File: src/rtl/core/flm_pkg.sv
// ----------------------------------------------------------------------------
// flm_pkg
// Shared types and codes for the free list link manager.
// ----------------------------------------------------------------------------
package flm_pkg;

    // Width of a node index as carried on the ports and in the link memories
    localparam int IDX_W  = 8;

    // One link: a node index with a none flag
    typedef struct packed {
        logic             none;
        logic [IDX_W-1:0] idx;
    } t_link;

    localparam t_link LINK_NONE = '{none: 1'b1, idx: '0};

    // Command codes; the unused codes behave as a query
    typedef enum logic [2:0] {
        CMD_PREPEND = 3'd0,
        CMD_APPEND  = 3'd1,
        CMD_REMOVE  = 3'd2,
        CMD_QUERY   = 3'd3,
        CMD_CLEAR   = 3'd4
    } t_cmd;

    // Sequencer states
    typedef enum logic [2:0] {
        ST_IDLE,
        ST_MODIFY,
        ST_WRITE2,
        ST_READBACK,
        ST_RESULT
    } t_state;

endpackage

File: src/rtl/core/flm_link_ram.sv
// ----------------------------------------------------------------------------
// flm_link_ram
// One link memory: one write port, one read port, registered read data.
// ----------------------------------------------------------------------------
module flm_link_ram
    import flm_pkg::*;
#(
    parameter int DEPTH = 256,
    parameter int AW    = 8
) (
    input  logic          i_clk,
    input  logic          i_we,
    input  logic [AW-1:0] i_waddr,
    input  t_link         i_wdata,
    input  logic          i_re,
    input  logic [AW-1:0] i_raddr,
    output t_link         o_rdata
);

    t_link r_mem [DEPTH];
    t_link r_rdata;

    // Write one entry
    always_ff @(posedge i_clk) begin
        if (i_we) begin
            r_mem[i_waddr] <= i_wdata;
        end
    end

    // Register the read data, hold it between reads
    always_ff @(posedge i_clk) begin
        if (i_re) begin
            r_rdata <= r_mem[i_raddr];
        end
    end

    assign o_rdata = r_rdata;

endmodule

File: config.mk
export PLATFORM = sky130hd
export DESIGN_NAME = flm_link_ram
export DESIGN_NICKNAME = d
export VERILOG_FILES = /design/src/rtl/core/flm_pkg.sv /design/src/rtl/core/flm_link_ram.sv
export SDC_FILE = /design/constraint.sdc
export NUM_CORES = 2
export LEC_CHECK = 0
export ABC_AREA = 1
export BUFFER_PORTS_ARGS = -buffer_cell sky130_fd_sc_hd__buf_4
export CORE_AREA = 10 10 570 572
export DETAILED_ROUTE_END_ITERATION = 10
export DIE_AREA = 0 0 580 582
export PLACE_DENSITY = 0.45
export SETUP_SLACK_MARGIN = 0.2
export SLEW_MARGIN = 20
export SYNTH_ARGS = -nofsm -noshare
export SYNTH_HDL_FRONTEND = slang
export SYNTH_SLANG_ARGS = --single-unit
File: constraint.sdc
create_clock -name i_clk -period 2.9 [get_ports i_clk]
set_input_delay 0.58 -clock i_clk [delete_from_list [all_inputs] [get_ports i_clk]]
set_output_delay 0.58 -clock i_clk [all_outputs]
set_load 0.02 [all_outputs]
==> qor.csv <==
metric,value,unit
status,"complete, no violations",
insertion_delay,850,ps
worst_hold_startpoint,i_wdata[2],
rr_startpoint,r_mem[37][6],
drc,0,
cts_inserted_buffers,268,
drt_iter0_markers,6422,
whs,119,ps
max_freq,0.395,GHz
nets,8407,
area_growth,20.4,%
synth_nets,7854,
grt_pass1_wl,441000,um
cts_sinks,2313,
min_period,2530,ps
worst_pin_slew,754,ps
yosysWarnings,0,
cp-end-kind,flop,
worst-r2r-cell-count,12,
hold_class,input port to flop,
synth.yosys.seq_area_share,74.2,%
die_area,0.338,mm2
std_cell_rows,206,
grt_overflow,0,
fin_worst_skew,41.3,ps
cts_root_buf,clkbuf_16,
dp_hpwl,193000,um
whs_path_depth,1,
grt_usage,17.3,%
postCtsHoldBufs,0,
post-place-ws,-500,ps
yosysUniqueCellTypes,14,
ant_nets,0,
cts_tree,built,
fill_cells,30400,
wl_met1,135000,um
clkTransAtPathRegs,50,ps
avgSynthCellArea,12.0,um2
final_util,35.9,%
antenna_found_initial,12,
cts_resized,0,
relSlewSlack,49.8,%
crit_type,input port to flop,
post_cts_buffers,0,
pwr_density_cell,660,mW/mm2
viasPerCell,4.95,
routed_wl,305000,um
rsz0062_at_grt,false,
drive_gt1_share,13.8,%
start_kind,input port,
p_leak,39.9,nW
ios,37,
placeableCoreArea,0.314,mm2
first_pass_iters,6,
vias,63000,
netlist_area,0.0936,mm2
crit_required,3600,ps
syn_inst,7826,
numPortBuffers,36,
setup_viol,0,
cts_htree_levels,5,
grt_pass1_vias,61800,
peakVddDrop,0.000482,V
gp_congestion,0.855,
initial_utilization,29.8,%
die_h,582,um
critPathMaxFanout,23,
maxCapViolCount,0,
arrival,3230,ps
topRoutingLayerUsed,met5,
startpoint,i_raddr[0],
hold_viol,0,
ys_ff_latch,2313,
drv_slew,0,
wl_met2,143000,um
finalSetupTns,0,ps
grt_max_degree,76,
cts_max_path_buffers,4,
period_share,87.3,%
route.met3.wl,16900,um
finalWorstSetupSlack,368,ps
wl_per_cell,23.9,um
die_x,580,um
-- cells in the mapped netlist, drive strengths merged --
cell / count / area (um2)
nand2: 2384 / 8950
edfxtp: 2313 / 69500
nand3: 2271 / 11400
buf: 421 / 2190
nor2: 283 / 1060
clkbuf: 115 / 432
inv: 35 / 134
clkinv: 4 / 16.3
-- worst max-delay path, stage by stage --
cell and delay (ps):
buf_8 140, inv_16 220, buf_4 340, buf_4 280
nand2_1 70, nand3_1 70, nand3_1 130, nand3_1 200
nand3_1 190, nand3_1 180, nand3_1 90, nand2_1 80
nand2_1 360, nand2_1 200
-- per-layer routing --
layer,global-route usage [%],vias up
met4,5.35,2
met2,28.5,1869
met1,23.9,31700
met3,2.44,409
li1,-,29000
met5,0,-
-- sequential cells by signal, indices dropped and copies added (netlist names) --
register	cells
o_rdata	9
r_mem	2304
-- where the power goes --
group          switching, mW  internal [mW]  total [mW]
clock network           13.6           18.9        32.4
logic                   3.56           1.50        5.06
registers             0.0366           36.9        36.9
total                   17.2           57.2        74.4
-- through the flow --
stage / cells / total power, mW / cell area (um2)
2_1_floorplan: 7826 / 39.9 / 93600
3_3_place_gp: 12300 / 42.7 / 104000
3_5_place_dp: 12300 / 42.7 / 104000
4_1_cts: 12700 / 75.2 / 113000
5_1_grt: 12700 / 76.9 / 113000
6_report: 12700 / 74.4 / 113000
-- area by class of cell --
type | count | area, um2 | share of cell area, %
Tap cell | 4160 | 5200 | 4.62
Timing Repair Buffer | 819 | 8130 | 7.22
Multi-Input combinational cell | 4938 | 21400 | 19.0
Sequential cell | 2313 | 69500 | 61.6
Antenna cell | 5 | 12.5 | 0.0111
Inverter | 39 | 193 | 0.171
Clock inverter | 134 | 1270 | 1.12
Clock buffer | 321 | 7010 | 6.22
-- cells by family (layout without fill, tap and decap cells) --
| kind of cell | count (synthesis) | in the layout | synth area share (%) |
|---|---|---|---|
| AND/OR/NAND/NOR | 4938 | 4938 | 22.8 |
| flip-flops | 2313 | 2313 | 74.2 |
| buffers and inverters | 575 | 1313 | 2.97 |
| other | 0 | 5 | 0 |
-- final timing paths --
kind / to / slack, ps
setup / recovery: o_rdata[1] / 370
hold / removal: r_mem[45][2] / 120
setup reg to reg: o_rdata[6] / 560
hold reg to reg: o_rdata[0] / 1080
-- layout by cell type, fill, tap and decap left out, drive strengths merged --
cell type / Yosys / routed
buf: 421 / 819
bufinv: 0 / 18
clkbuf: 115 / 321
clkinv: 4 / 109
clkinvlp: 0 / 5
diode: 0 / 5
edfxtp: 2313 / 2313
inv: 35 / 41
nand2: 2384 / 2384
nand3: 2271 / 2271
nor2: 283 / 283
Power figures use the tool's default switching activity.
